`src/rtl/core/lgs_pkg.sv`:
```
// lgs_pkg: shared types and constants for the life grid generation step block
// no dependencies; used by lgs_ctrl, lgs_dpath and the top level
package lgs_pkg;

  localparam int CFG_W        = 6;
  localparam int INDEX_W      = 10;
  localparam int SIDE_RESET   = 32;
  localparam int BIRTH_COUNT  = 3;
  localparam int SURVIVE_LOW  = 2;
  localparam int SURVIVE_HIGH = 3;

  typedef enum logic [1:0] {
    OP_WRITE   = 2'd0,
    OP_READ    = 2'd1,
    OP_ADVANCE = 2'd2,
    OP_NONE    = 2'd3
  } op_t;

  typedef struct packed {
    op_t                op;
    logic [INDEX_W-1:0] cell_index;
    logic               cell_alive_in;
  } in_item_t;

  typedef struct packed {
    logic cell_alive_out;
    logic unchanged;
  } out_result_t;

  typedef enum logic [2:0] {
    ST_CLEAR,
    ST_IDLE,
    ST_LOAD,
    ST_LAT,
    ST_CALC,
    ST_DONE
  } state_t;

  typedef enum logic [1:0] {
    WSRC_ZERO,
    WSRC_ITEM,
    WSRC_NEW
  } wsrc_t;

  typedef struct packed {
    logic  mem_we;
    wsrc_t wsrc;
    logic  ld_en;
    logic  init;
    logic  row_shift;
    logic  compute;
    logic  sr_shift;
    logic  rsp_read;
    logic  rsp_adv;
  } cmd_t;

endpackage

```
`src/rtl/core/lgs_ram.sv`:
```
// lgs_ram: generic single write port, single read port ram with registered read
// no dependencies
module lgs_ram #(
  parameter int WIDTH = 1,
  parameter int DEPTH = 1024
) (
  input  logic                     clk,
  input  logic                     we,
  input  logic [$clog2(DEPTH)-1:0] waddr,
  input  logic [WIDTH-1:0]         wdata,
  input  logic [$clog2(DEPTH)-1:0] raddr,
  output logic [WIDTH-1:0]         rdata
);

  logic [WIDTH-1:0] mem_r [DEPTH];
  logic [WIDTH-1:0] rdata_r;

  always_ff @(posedge clk) begin
    if (we) begin
      mem_r[waddr] <= wdata;
    end
    rdata_r <= mem_r[raddr];
  end

  assign rdata = rdata_r;

endmodule

```
`src/rtl/core/lgs_dpath.sv`:
```
// lgs_dpath: cell ram, three row buffers, per-column rule lanes, write-back shifter
// depends on lgs_pkg and lgs_ram
module lgs_dpath #(
  parameter int MAX_SIDE = 32
) (
  input  logic                                  clk,
  input  logic                                  rst_n,
  input  lgs_pkg::cmd_t                         cmd,
  input  logic [$clog2(MAX_SIDE*MAX_SIDE)-1:0]  waddr,
  input  logic [$clog2(MAX_SIDE*MAX_SIDE)-1:0]  raddr,
  input  logic [$clog2(MAX_SIDE)-1:0]           ld_col,
  input  logic [$clog2(MAX_SIDE+1)-1:0]         side,
  input  logic                                  item_alive,
  output lgs_pkg::out_result_t                  out_result
);

  localparam int CELLS  = MAX_SIDE * MAX_SIDE;
  localparam int COL_W  = $clog2(MAX_SIDE);
  localparam int SIDE_W = $clog2(MAX_SIDE + 1);

  logic                rdata;
  logic                wdata;
  logic [MAX_SIDE-1:0] up_r, mid_r, dn_r;
  logic [MAX_SIDE-1:0] up_nxt, mid_nxt, dn_nxt;
  logic [MAX_SIDE-1:0] sr_r, sr_nxt;
  logic                changed_r, changed_nxt;
  logic                ld_en_r;
  logic [COL_W-1:0]    ld_col_r;
  logic                rsp_read_r, rsp_adv_r;
  logic [MAX_SIDE+1:0] up_p, mid_p, dn_p;
  logic [3:0]          cnt [MAX_SIDE];
  logic [MAX_SIDE-1:0] mask;
  logic [MAX_SIDE-1:0] new_row;

  always_comb begin
    unique case (cmd.wsrc)
      lgs_pkg::WSRC_ZERO: wdata = 1'b0;
      lgs_pkg::WSRC_ITEM: wdata = item_alive;
      lgs_pkg::WSRC_NEW:  wdata = sr_r[0];
      default:            wdata = 1'b0;
    endcase
  end

  lgs_ram #(
    .WIDTH (1),
    .DEPTH (CELLS)
  ) u_cells (
    .clk   (clk),
    .we    (cmd.mem_we),
    .waddr (waddr),
    .wdata (wdata),
    .raddr (raddr),
    .rdata (rdata)
  );

  // rule lanes, one per column; cells outside the grid are zero
  always_comb begin
    up_p  = {1'b0, up_r, 1'b0};
    mid_p = {1'b0, mid_r, 1'b0};
    dn_p  = {1'b0, dn_r, 1'b0};
    for (int j = 0; j < MAX_SIDE; j++) begin
      cnt[j] = 4'(up_p[j]) + 4'(up_p[j+1]) + 4'(up_p[j+2])
             + 4'(mid_p[j]) + 4'(mid_p[j+2])
             + 4'(dn_p[j]) + 4'(dn_p[j+1]) + 4'(dn_p[j+2]);
      mask[j] = (SIDE_W'(j) < side);
      if (mid_r[j]) begin
        new_row[j] = mask[j] && (cnt[j] >= 4'(lgs_pkg::SURVIVE_LOW))
                             && (cnt[j] <= 4'(lgs_pkg::SURVIVE_HIGH));
      end else begin
        new_row[j] = mask[j] && (cnt[j] == 4'(lgs_pkg::BIRTH_COUNT));
      end
    end
  end

  always_comb begin
    up_nxt      = up_r;
    mid_nxt     = mid_r;
    dn_nxt      = dn_r;
    sr_nxt      = sr_r;
    changed_nxt = changed_r;
    if (cmd.init) begin
      up_nxt      = '0;
      mid_nxt     = '0;
      dn_nxt      = '0;
      changed_nxt = 1'b0;
    end else begin
      if (ld_en_r) begin
        dn_nxt[ld_col_r] = rdata;
      end
      if (cmd.compute) begin
        sr_nxt      = new_row;
        changed_nxt = changed_r | (|((new_row ^ mid_r) & mask));
      end else if (cmd.sr_shift) begin
        sr_nxt = sr_r >> 1;
      end
      if (cmd.row_shift) begin
        up_nxt  = mid_r;
        mid_nxt = dn_r;
        dn_nxt  = '0;
      end
    end
  end

  always_ff @(posedge clk) begin
    if (!rst_n) begin
      changed_r  <= 1'b0;
      ld_en_r    <= 1'b0;
      rsp_read_r <= 1'b0;
      rsp_adv_r  <= 1'b0;
    end else begin
      changed_r  <= changed_nxt;
      ld_en_r    <= cmd.ld_en;
      rsp_read_r <= cmd.rsp_read;
      rsp_adv_r  <= cmd.rsp_adv;
    end
  end

  always_ff @(posedge clk) begin
    up_r     <= up_nxt;
    mid_r    <= mid_nxt;
    dn_r     <= dn_nxt;
    sr_r     <= sr_nxt;
    ld_col_r <= ld_col;
  end

  assign out_result.cell_alive_out = rsp_read_r & rdata;
  assign out_result.unchanged      = rsp_adv_r & ~changed_r;

endmodule

```
`src/rtl/core/lgs_ctrl.sv`:
```
// lgs_ctrl: control state machine, side register, row/column counters, address generation
// depends on lgs_pkg
module lgs_ctrl #(
  parameter int MAX_SIDE = 32
) (
  input  logic                                  clk,
  input  logic                                  rst_n,
  input  logic                                  start,
  output logic                                  busy,
  input  lgs_pkg::in_item_t                     in_item,
  input  logic                                  cfg_we,
  input  logic [lgs_pkg::CFG_W-1:0]             cfg_wdata,
  output logic                                  out_strobe,
  output lgs_pkg::cmd_t                         cmd,
  output logic [$clog2(MAX_SIDE*MAX_SIDE)-1:0]  waddr,
  output logic [$clog2(MAX_SIDE*MAX_SIDE)-1:0]  raddr,
  output logic [$clog2(MAX_SIDE)-1:0]           ld_col,
  output logic [$clog2(MAX_SIDE+1)-1:0]         side
);

  localparam int CELLS  = MAX_SIDE * MAX_SIDE;
  localparam int ADDR_W = $clog2(CELLS);
  localparam int COL_W  = $clog2(MAX_SIDE);
  localparam int SIDE_W = $clog2(MAX_SIDE + 1);
  localparam int K_W    = $clog2(MAX_SIDE + 2);
  localparam int BASE_W = $clog2(MAX_SIDE * (MAX_SIDE + 1) + 1);
  localparam int TOT_W  = 2 * SIDE_W;
  localparam int CMP_W  = (TOT_W > lgs_pkg::INDEX_W) ? TOT_W : lgs_pkg::INDEX_W;
  localparam int CFGC_W = (SIDE_W > lgs_pkg::CFG_W) ? SIDE_W : lgs_pkg::CFG_W;

  lgs_pkg::state_t           state_r, state_nxt;
  logic [lgs_pkg::CFG_W-1:0] cfg_side_r;
  logic [K_W-1:0]            k_r, k_nxt;
  logic [COL_W-1:0]          c_r, c_nxt;
  logic [BASE_W-1:0]         rd_base_r, rd_base_nxt;
  logic [BASE_W-1:0]         mid_base_r, mid_base_nxt;
  logic [BASE_W-1:0]         wr_base_r, wr_base_nxt;
  logic [ADDR_W-1:0]         clr_r, clr_nxt;
  logic                      strobe_r, strobe_nxt;
  logic [TOT_W-1:0]          total;
  logic                      in_range;
  logic                      accept;
  logic                      last_col;
  logic [K_W-1:0]            side_k;

  always_comb begin
    if (cfg_side_r == '0) begin
      side = SIDE_W'(1);
    end else if (CFGC_W'(cfg_side_r) > CFGC_W'(MAX_SIDE)) begin
      side = SIDE_W'(MAX_SIDE);
    end else begin
      side = SIDE_W'(cfg_side_r);
    end
  end

  assign total    = TOT_W'(side) * TOT_W'(side);
  assign in_range = CMP_W'(in_item.cell_index) < CMP_W'(total);
  assign busy     = (state_r != lgs_pkg::ST_IDLE);
  assign accept   = start & ~busy;
  assign last_col = (c_r == COL_W'(side - SIDE_W'(1)));
  assign side_k   = K_W'(side);
  assign ld_col   = c_r;

  always_comb begin
    state_nxt    = state_r;
    k_nxt        = k_r;
    c_nxt        = c_r;
    rd_base_nxt  = rd_base_r;
    mid_base_nxt = mid_base_r;
    wr_base_nxt  = wr_base_r;
    clr_nxt      = clr_r;
    strobe_nxt   = 1'b0;
    cmd          = '0;
    cmd.wsrc     = lgs_pkg::WSRC_ZERO;
    waddr        = ADDR_W'(BASE_W'(wr_base_r) + BASE_W'(c_r));
    raddr        = ADDR_W'(BASE_W'(rd_base_r) + BASE_W'(c_r));
    unique case (state_r)
      lgs_pkg::ST_CLEAR: begin
        cmd.mem_we = 1'b1;
        waddr      = clr_r;
        clr_nxt    = clr_r + ADDR_W'(1);
        if (clr_r == ADDR_W'(CELLS - 1)) begin
          state_nxt = lgs_pkg::ST_IDLE;
        end
      end
      lgs_pkg::ST_IDLE: begin
        waddr = ADDR_W'(in_item.cell_index);
        raddr = ADDR_W'(in_item.cell_index);
        if (accept) begin
          unique case (in_item.op)
            lgs_pkg::OP_WRITE: begin
              cmd.mem_we = in_range;
              cmd.wsrc   = lgs_pkg::WSRC_ITEM;
              strobe_nxt = 1'b1;
            end
            lgs_pkg::OP_READ: begin
              cmd.rsp_read = in_range;
              strobe_nxt   = 1'b1;
            end
            lgs_pkg::OP_ADVANCE: begin
              cmd.init    = 1'b1;
              k_nxt       = '0;
              c_nxt       = '0;
              rd_base_nxt = '0;
              state_nxt   = lgs_pkg::ST_LOAD;
            end
            lgs_pkg::OP_NONE: begin
              strobe_nxt = 1'b1;
            end
            default: begin
              strobe_nxt = 1'b1;
            end
          endcase
        end
      end
      lgs_pkg::ST_LOAD: begin
        // read row k into the bottom buffer, write back new row k-2
        cmd.ld_en    = (k_r < side_k);
        cmd.mem_we   = (k_r >= K_W'(2));
        cmd.wsrc     = lgs_pkg::WSRC_NEW;
        cmd.sr_shift = 1'b1;
        c_nxt        = c_r + COL_W'(1);
        if (last_col) begin
          c_nxt = '0;
          if (k_r == side_k + K_W'(1)) begin
            state_nxt = lgs_pkg::ST_DONE;
          end else begin
            state_nxt = lgs_pkg::ST_LAT;
          end
        end
      end
      lgs_pkg::ST_LAT: begin
        state_nxt = lgs_pkg::ST_CALC;
      end
      lgs_pkg::ST_CALC: begin
        cmd.compute   = (k_r >= K_W'(1)) && (k_r <= side_k);
        cmd.row_shift = 1'b1;
        k_nxt         = k_r + K_W'(1);
        wr_base_nxt   = mid_base_r;
        mid_base_nxt  = rd_base_r;
        rd_base_nxt   = rd_base_r + BASE_W'(side);
        state_nxt     = lgs_pkg::ST_LOAD;
      end
      lgs_pkg::ST_DONE: begin
        cmd.rsp_adv = 1'b1;
        strobe_nxt  = 1'b1;
        state_nxt   = lgs_pkg::ST_IDLE;
      end
      default: begin
        state_nxt = lgs_pkg::ST_IDLE;
      end
    endcase
  end

  always_ff @(posedge clk) begin
    if (!rst_n) begin
      state_r    <= lgs_pkg::ST_CLEAR;
      cfg_side_r <= lgs_pkg::CFG_W'(lgs_pkg::SIDE_RESET);
      k_r        <= '0;
      c_r        <= '0;
      clr_r      <= '0;
      strobe_r   <= 1'b0;
    end else begin
      state_r  <= state_nxt;
      k_r      <= k_nxt;
      c_r      <= c_nxt;
      clr_r    <= clr_nxt;
      strobe_r <= strobe_nxt;
      if (cfg_we) begin
        cfg_side_r <= cfg_wdata;
      end
    end
  end

  always_ff @(posedge clk) begin
    rd_base_r  <= rd_base_nxt;
    mid_base_r <= mid_base_nxt;
    wr_base_r  <= wr_base_nxt;
  end

  assign out_strobe = strobe_r;

endmodule

```
`src/rtl/core/life_grid_generation_step_top.sv`:
```
// life_grid_generation_step_top: b3/s23 life grid with cell write, cell read and advance
// depends on lgs_pkg, lgs_ctrl, lgs_dpath (and lgs_ram below it)
//
//   channel  | handshake           | payload
//   ---------+---------------------+-----------------------------------------
//   input    | start, busy         | in_item   (op, cell_index, cell_alive_in)
//   result   | out_strobe          | out_result (cell_alive_out, unchanged)
//   config   | cfg_we              | cfg_wdata (grid_side)
//
// write, read and idle ops: result strobed the next cycle, busy stays low
// advance: busy through the row sweeps (LOAD, with LAT and CALC between sweeps, then DONE), paced
//   by the single read and write port of the cell ram: each sweep reads row k and writes back new row k-2
// after reset a clearing pass writes every cell dead, with busy high throughout the pass
// each result is a single-cycle transfer; the receiver cannot stall it
module life_grid_generation_step_top #(
  parameter int MAX_SIDE = 32
) (
  input  logic                          clk,
  input  logic                          rst_n,
  input  logic                          start,
  output logic                          busy,
  input  lgs_pkg::in_item_t             in_item,
  input  logic                          cfg_we,
  input  logic [lgs_pkg::CFG_W-1:0]     cfg_wdata,
  output logic                          out_strobe,
  output lgs_pkg::out_result_t          out_result
);

  localparam int ADDR_W = $clog2(MAX_SIDE * MAX_SIDE);
  localparam int COL_W  = $clog2(MAX_SIDE);
  localparam int SIDE_W = $clog2(MAX_SIDE + 1);

  lgs_pkg::cmd_t     cmd;
  logic [ADDR_W-1:0] waddr;
  logic [ADDR_W-1:0] raddr;
  logic [COL_W-1:0]  ld_col;
  logic [SIDE_W-1:0] side;

  lgs_ctrl #(
    .MAX_SIDE (MAX_SIDE)
  ) u_ctrl (
    .clk        (clk),
    .rst_n      (rst_n),
    .start      (start),
    .busy       (busy),
    .in_item    (in_item),
    .cfg_we     (cfg_we),
    .cfg_wdata  (cfg_wdata),
    .out_strobe (out_strobe),
    .cmd        (cmd),
    .waddr      (waddr),
    .raddr      (raddr),
    .ld_col     (ld_col),
    .side       (side)
  );

  lgs_dpath #(
    .MAX_SIDE (MAX_SIDE)
  ) u_dpath (
    .clk        (clk),
    .rst_n      (rst_n),
    .cmd        (cmd),
    .waddr      (waddr),
    .raddr      (raddr),
    .ld_col     (ld_col),
    .side       (side),
    .item_alive (in_item.cell_alive_in),
    .out_result (out_result)
  );

endmodule

```
`config.mk`:
```
export PLATFORM = sky130hd
export DESIGN_NAME = life_grid_generation_step_top
export DESIGN_NICKNAME = d
export VERILOG_FILES = /design/src/rtl/core/lgs_pkg.sv /design/src/rtl/core/lgs_ram.sv /design/src/rtl/core/lgs_dpath.sv /design/src/rtl/core/lgs_ctrl.sv /design/src/rtl/core/life_grid_generation_step_top.sv
export SDC_FILE = /design/constraint.sdc
export NUM_CORES = 2
export LEC_CHECK = 0
export BUFFER_PORTS_ARGS = -buffer_cell sky130_fd_sc_hd__buf_2
export CAP_MARGIN = 20
export CORE_ASPECT_RATIO = 0.8
export CORE_UTILIZATION = 65
export CTS_BUF_LIST = sky130_fd_sc_hd__clkbuf_4
export DETAILED_ROUTE_END_ITERATION = 16
export PLACE_DENSITY = 0.92
export SLEW_MARGIN = 5
export SYNTH_ARGS = -nofsm -noshare
export SYNTH_HDL_FRONTEND = slang
export SYNTH_HIERARCHICAL = 1
export SYNTH_SLANG_ARGS = --single-unit
```
`constraint.sdc`:
```
create_clock -name clk -period 84.4 [get_ports clk]
set_input_delay 12.66 -clock clk [delete_from_list [all_inputs] [get_ports clk]]
set_output_delay 12.66 -clock clk [all_outputs]
set_load 0.02 [all_outputs]
```
# Yosys cells after proc, flatten, opt, wreduce, memory -nomap -nowiden
# Memory sizes are Yosys's and may differ from the RTL's. A register that Yosys moved wholly into a read port is not among the register bits.
# Cells that the tools add are included.
dict set report op_classes {
  addsub 225
  multipliers 1
  div 0
  order_cmp 104
  n_eq_ne 50
  shifts 0
  mux 73
  n_bitwise 10
  reduce_logical 114
}
# operator count
set op_table {}
lappend op_table {{4-bit by 1-bit adder with 4-bit output} 186}
lappend op_table {{4-bit by 2-bit == test with 1-bit output, second input constant} 32}
lappend op_table {{4-bit by 2-bit greater-or-equal comparator with 1-bit output, second input constant} 32}
lappend op_table {{4-bit by 2-bit <= comparator with 1-bit output, second input constant} 32}
lappend op_table {{1-bit logical AND} 98}
lappend op_table {{5-bit by 6-bit < comparator with 1-bit output, first input constant} 16}
lappend op_table {{32-bit two-way mux} 2}
lappend op_table {{1-bit by 1-bit adder with 2-bit output} 31}
lappend op_table {{4-bit by 6-bit < comparator with 1-bit output, first input constant} 8}
lappend op_table {{1-bit two-way mux} 42}
lappend op_table {{32-bit bitwise AND} 1}
lappend op_table {{32-bit bitwise mux} 1}
lappend op_table {{32-bit OR reduction} 1}
lappend op_table {{32-bit bitwise XOR} 1}
lappend op_table {{3-bit by 6-bit < comparator with 1-bit output, first input constant} 4}
lappend op_table {{6-bit two-way mux} 4}
lappend op_table {{11-bit two-way mux} 2}
lappend op_table {{11-bit one-hot mux with 2 select lines} 1}
lappend op_table {{3-bit two-way mux} 7}
lappend op_table {{10-bit by 5-bit adder with 10-bit output} 2}
lappend op_table {{10-bit one-hot mux with 2 select lines} 1}
lappend op_table {{5-bit two-way mux} 3}
lappend op_table {{3-bit one-hot mux with 5 select lines} 1}
lappend op_table {{6-bit by 1-bit adder with 6-bit output, second input constant} 2}
lappend op_table {{46 further kinds} 67}
dict set report totals {
  regBits 199
  latch_bits 0
  ram_bits 1024
  romBits 0
  inputBits 23
  mem_count 1
}
# memory words word_bits rd rd_ports_with_merged_regs wr line_no
set memory_table {}
lappend memory_table {u_dpath.u_cells.mem_r 1024 1 1 1 1 lgs_ram.sv:15} ;# logic [WIDTH-1:0] mem_r [DEPTH];

# Longest topological paths before layout
dict set report depth {
  ltp_word 15
  depth_mapped 29
  mapped_depth_nobuf 25
}

# By module
# The synthesis kept the hierarchy.
# module instances cells_per_inst area_each_um2 seq_area_each_um2
set modules_own_cells {}
lappend modules_own_cells {lgs_ram 1 3112 44656.6 30769.5}
lappend modules_own_cells {lgs_dpath 1 1318 11857.6 3062.9}
lappend modules_own_cells {lgs_ctrl 1 555 4968.5 1521.5}

# Worst setup path before layout
# No wires, ideal clock.
dict set report synth_timing {
  kind {input-to-reg}
  start {input in_item[11] (netlist bit)}
  end {memory u_dpath.u_cells.mem_r[0], data pin}
  setup_ns 4.949
  arrival_time_ns 36.854
  required_ns 79.451
  setup_slack_ns 42.597
  path_stages 5
  path_buffers 0
  cell_sequence {nand2b_1 nor3_1 inv_1 ha_1 nor2_1}
}
# item line_no
set synth_rtl {}
lappend synth_rtl {{start, declared} life_grid_generation_step_top.sv:22} ;# input lgs_pkg::in_item_t in_item,
lappend synth_rtl {{end, declared} lgs_ram.sv:15}

# Worst setup path after layout
dict set report layout_timing {
  start {input in_item[1] (netlist bit)}
  end {register u_dpath.u_cells.rdata_r, in the netlist u_dpath/u_cells/rdata, read port of u_dpath.u_cells.mem_r}
}
dict set report layout_via {
  elab_chain_cells 1
}
# item line_no
set layout_lines {}
lappend layout_lines {{10-bit two-way mux} lgs_ctrl.sv:77} ;# unique case (state_r)
lappend layout_lines {{via raddr[0]} life_grid_generation_step_top.sv:35} ;# logic [ADDR_W-1:0] raddr;
lappend layout_lines {{end, declared} lgs_ram.sv:16} ;# logic [WIDTH-1:0] rdata_r;
# The timed path passes the listed nets, and every way through them passes these cells.
# A chain may end at the register's enable or synchronous reset.

==> results.json <==
{
  "critPathMaxFanout": 123,
  "synth_seq_cells": 1223,
  "avgSynthCellArea_sq_um": 12.33,
  "crit_path_end_kind": "flip-flop",
  "design_area_sq_um": 66400,
  "post-place-ws_ns": 67.16,
  "port_buffers": 26,
  "drv_slew": 0,
  "setup_ws_ns": 68.09,
  "drt_iter0_drc": 8248,
  "synth_top_cell_by_area": "edfxtp_1",
  "synth_flop_cell": "edfxtp_1",
  "ios": 27,
  "post-cts-setup-buffers": 0,
  "clk_pin_slew_worst_paths_ns": 0.07,
  "syn-instance-count": 4985,
  "setup_tns_ns": 0,
  "cp.arrival_ns": 17.37,
  "skew_ns": 0.1342,
  "synth_top_cell_area_share": 0.5304,
  "regArea_sq_um": 35350,
  "grtUsageTotal": 0.3585,
  "critPathLaunchType": "input port",
  "multi_input_area_sq_um": 23350,
  "synth-edff-count": 1086,
  "syn_area_sq_um": 61480,
  "async_flop_share": 0,
  "setup_viol": 0,
  "synth_mux_area_frac": 0.1186,
  "ctsHoldBuffers": 0,
  "fin_crit_sh": 0.1932,
  "cts_buffer_depth": 4,
  "synth-xor-area-share": 0.005983,
  "path_class": "in -> reg",
  "final_antenna_net_count": 0,
  "worstMarginPinSlew_ns": 1.312,
  "core-area_sq_um": 93340,
  "cts-root-buf": "clkbuf_4",
  "leakagePower_nw": 24.88,
  "fp.dieH_microns": 277.1,
  "finish.utilization": 0.7114,
  "ys_types": 97,
  "synth_adder_area_share": 0.07326,
  "gp_congestion": 0.9127,
  "rsz0062_at_grt": "false",
  "vias": 44870,
  "slew_headroom": 0.1235,
  "wl_per_cell_microns": 27.31,
  "die_area_sq_um": 95830,
  "cts_tree": "done",
  "h-tree-depth": 5,
  "p_total_mw": 2.642,
  "cts_buffers": 309,
  "min_path_type": "reg -> reg",
  "placed_area_sq_um": 62300,
  "fin_crit_ns": 16.31,
  "drv_cap": 0,
  "max-vdd-ir-drop_v": 0.00003558,
  "wirelength_mm": 177.3,
  "synth_compound_area_frac": 0.05289,
  "ys_warn_count": 6,
  "p_per_area_nw_per_um2": 39.79,
  "grt_pass1_wl_mm": 257.7,
  "grt_max_degree": 304,
  "synth-seq-area-share": 0.5750,
  "required_ns": 85.46,
  "cts_resized": 0,
  "antenna_found_initial": 13,
  "area_growth_pct": 7.998,
  "synth_top_family_by_area": "simple AND/OR/NAND/NOR gates",
  "via_per_inst": 6.910,
  "yosys-top-cells-area": "edfxtp_1 53%, nor2_1 7.4%, mux4_2 7.3%",
  "grt_pass1_vias": 44510,
  "layout-drive-gt1-share": 0.1662,
  "clock_sinks": 1223,
  "drc": 0,
  "max_freq_ghz": 0.06132,
  "grt_overflow": 0,
  "die_w_microns": 345.9,
  "nNetsFinal": 5362,
  "run_status": "finished, final reports clean",
  "rows": 100,
  "fillerInstances": 5277,
  "yosys.area_share.simple": 0.1250,
  "clk_latency_ns": 1.21,
  "start_util": 0.6587,
  "hpwl_mm": 97.67,
  "hold_viol": 0,
  "drt-pass1-iter-count": 9
}
==> placed cells by master, fill, tap and decap left out, types with 58 or more instances in the layout <==
cell type  instances
a21oi_1          120
buf_4             82
clkbuf_4         451
dfxtp_1          137
edfxtp_1        1086
fa_1             132
ha_1             148
inv_1            340
mux2i_1          237
mux4_2           200
nand2_1          212
nor2_1          1212
nor3_1            58
o21ai_0           76
==> critical path, cell delays in order <==
cell	delay, ns
buf_2	0.11
nand2_1	0.09
nand2_4	0.34
buf_12	0.63
buf_4	0.83
mux4_2	0.60
a2111oi_0	0.78
nor4_1	0.12
a311oi_1	0.27
nor3_1	0.13
nor4_1	0.39
o2111ai_1	0.15
==> kinds of logic after synthesis <==
logic type / count (synthesis)
and+or+nand+nor: 1794
DFF: 1223
muxes: 455
adders and majority gates: 281
buffers and inverters: 712
other: 1
AOI/OAI and AO/OA: 477
xor gates and xnor gates: 42
==> synth_stat cells, types with 11 or more instances <==
cell type and n:
buf_6 21, buf_2 26, nor2_1 1215, xnor2_1 16, or3_1 11, a211oi_1 14, dfxtp_1 137, fa_1 132
mux4_2 200, nor4b_1 20, a31oi_1 12, nand4_1 16, buf_1 62, and3_1 11, edfxtp_1 1086, o22ai_1 34
a22o_1 17, clkbuf_1 234, nor4_1 11, o2111ai_1 14, nor3b_1 24, o21ai_0 78, ha_1 148, and2_1 28
o221ai_1 53, nand2b_1 21, a21o_1 15, nand2_1 219, a21oi_1 123, buf_4 15, xor2_1 26, a22oi_1 25
nor2b_1 39, mux2i_1 237, nor3_1 58, nand3_1 69, inv_1 341, mux4_1 14
==> worst paths after layout <==
path | from | slack (ns) | depth (start not counted) | endpoint
max | in_item[1] | 68.09 | 12 | u_dpath/u_cells/rdata
min | u_ctrl/mid_base_r[0] | 0.42 | 0 | u_ctrl/wr_base_r[0]
max reg2reg | u_ctrl/cfg_side_r[5] | 76.29 | 27 | u_dpath/u_cells/mem_r[751]
min reg2reg | u_ctrl/mid_base_r[0] | 0.42 | 0 | u_ctrl/wr_base_r[0]
==> layer usage <==
layer  GRT usage  up-vias  wire length (microns)  part of all wire
met5           0        -                    183            0.0010
met3      0.1241     1320                  28350              0.16
met2      0.5544     4426                  79650              0.45
met1      0.4237    21040                  54120              0.31
li1            -    18070                      -                 -
met4      0.2485       14                  15040             0.085
==> stage by stage <==
stage          std cells  hold WS (ns)
2_1_floorplan       4988        0.4003
3_3_place_gp        5953        0.4018
3_5_place_dp        5953        0.4065
4_1_cts             6464        0.4211
5_1_grt             6491        0.4231
6_report            6494        0.4186
==> power by group <==
group / leakage (nW) / total, mW / switching (mW) / internal, mW
sequential: 12.7 / 0.721 / 0.0328 / 0.689
combinational: 9.99 / 1.42 / 0.869 / 0.554
clock: 2.22 / 0.498 / 0.247 / 0.251
total: 24.9 / 2.64 / 1.15 / 1.49
==> final cells by class <==
class | count | share of cell area
Timing Repair Buffer | 128 | 0.01741
Inverter | 344 | 0.01948
Multi-Input combinational cell | 3053 | 0.3516
Tap cell | 1224 | 0.02306
Sequential cell | 1223 | 0.5324
Clock inverter | 63 | 0.004918
Clock buffer | 448 | 0.05065
Antenna cell | 11 | 0.0004146
==> sequential cells by signal, summed over array words and instances, names as in the netlist, 3 cells and up <==
| name | cells |
|---|---|
| u_dpath/u_cells/mem_r | 1024 |
| u_dpath/dn_r | 32 |
| u_dpath/mid_r | 32 |
| u_dpath/sr_r | 32 |
| u_dpath/up_r | 32 |
| u_ctrl/clr_r | 10 |
| u_ctrl/mid_base_r | 10 |
| u_ctrl/rd_base_r | 10 |
| u_ctrl/wr_base_r | 10 |
| u_ctrl/cfg_side_r | 6 |
| u_ctrl/k_r | 6 |
| u_ctrl/ld_col | 5 |
| u_dpath/ld_col_r | 5 |
| u_ctrl/state_r | 3 |
(Power assumes the default switching activity.)
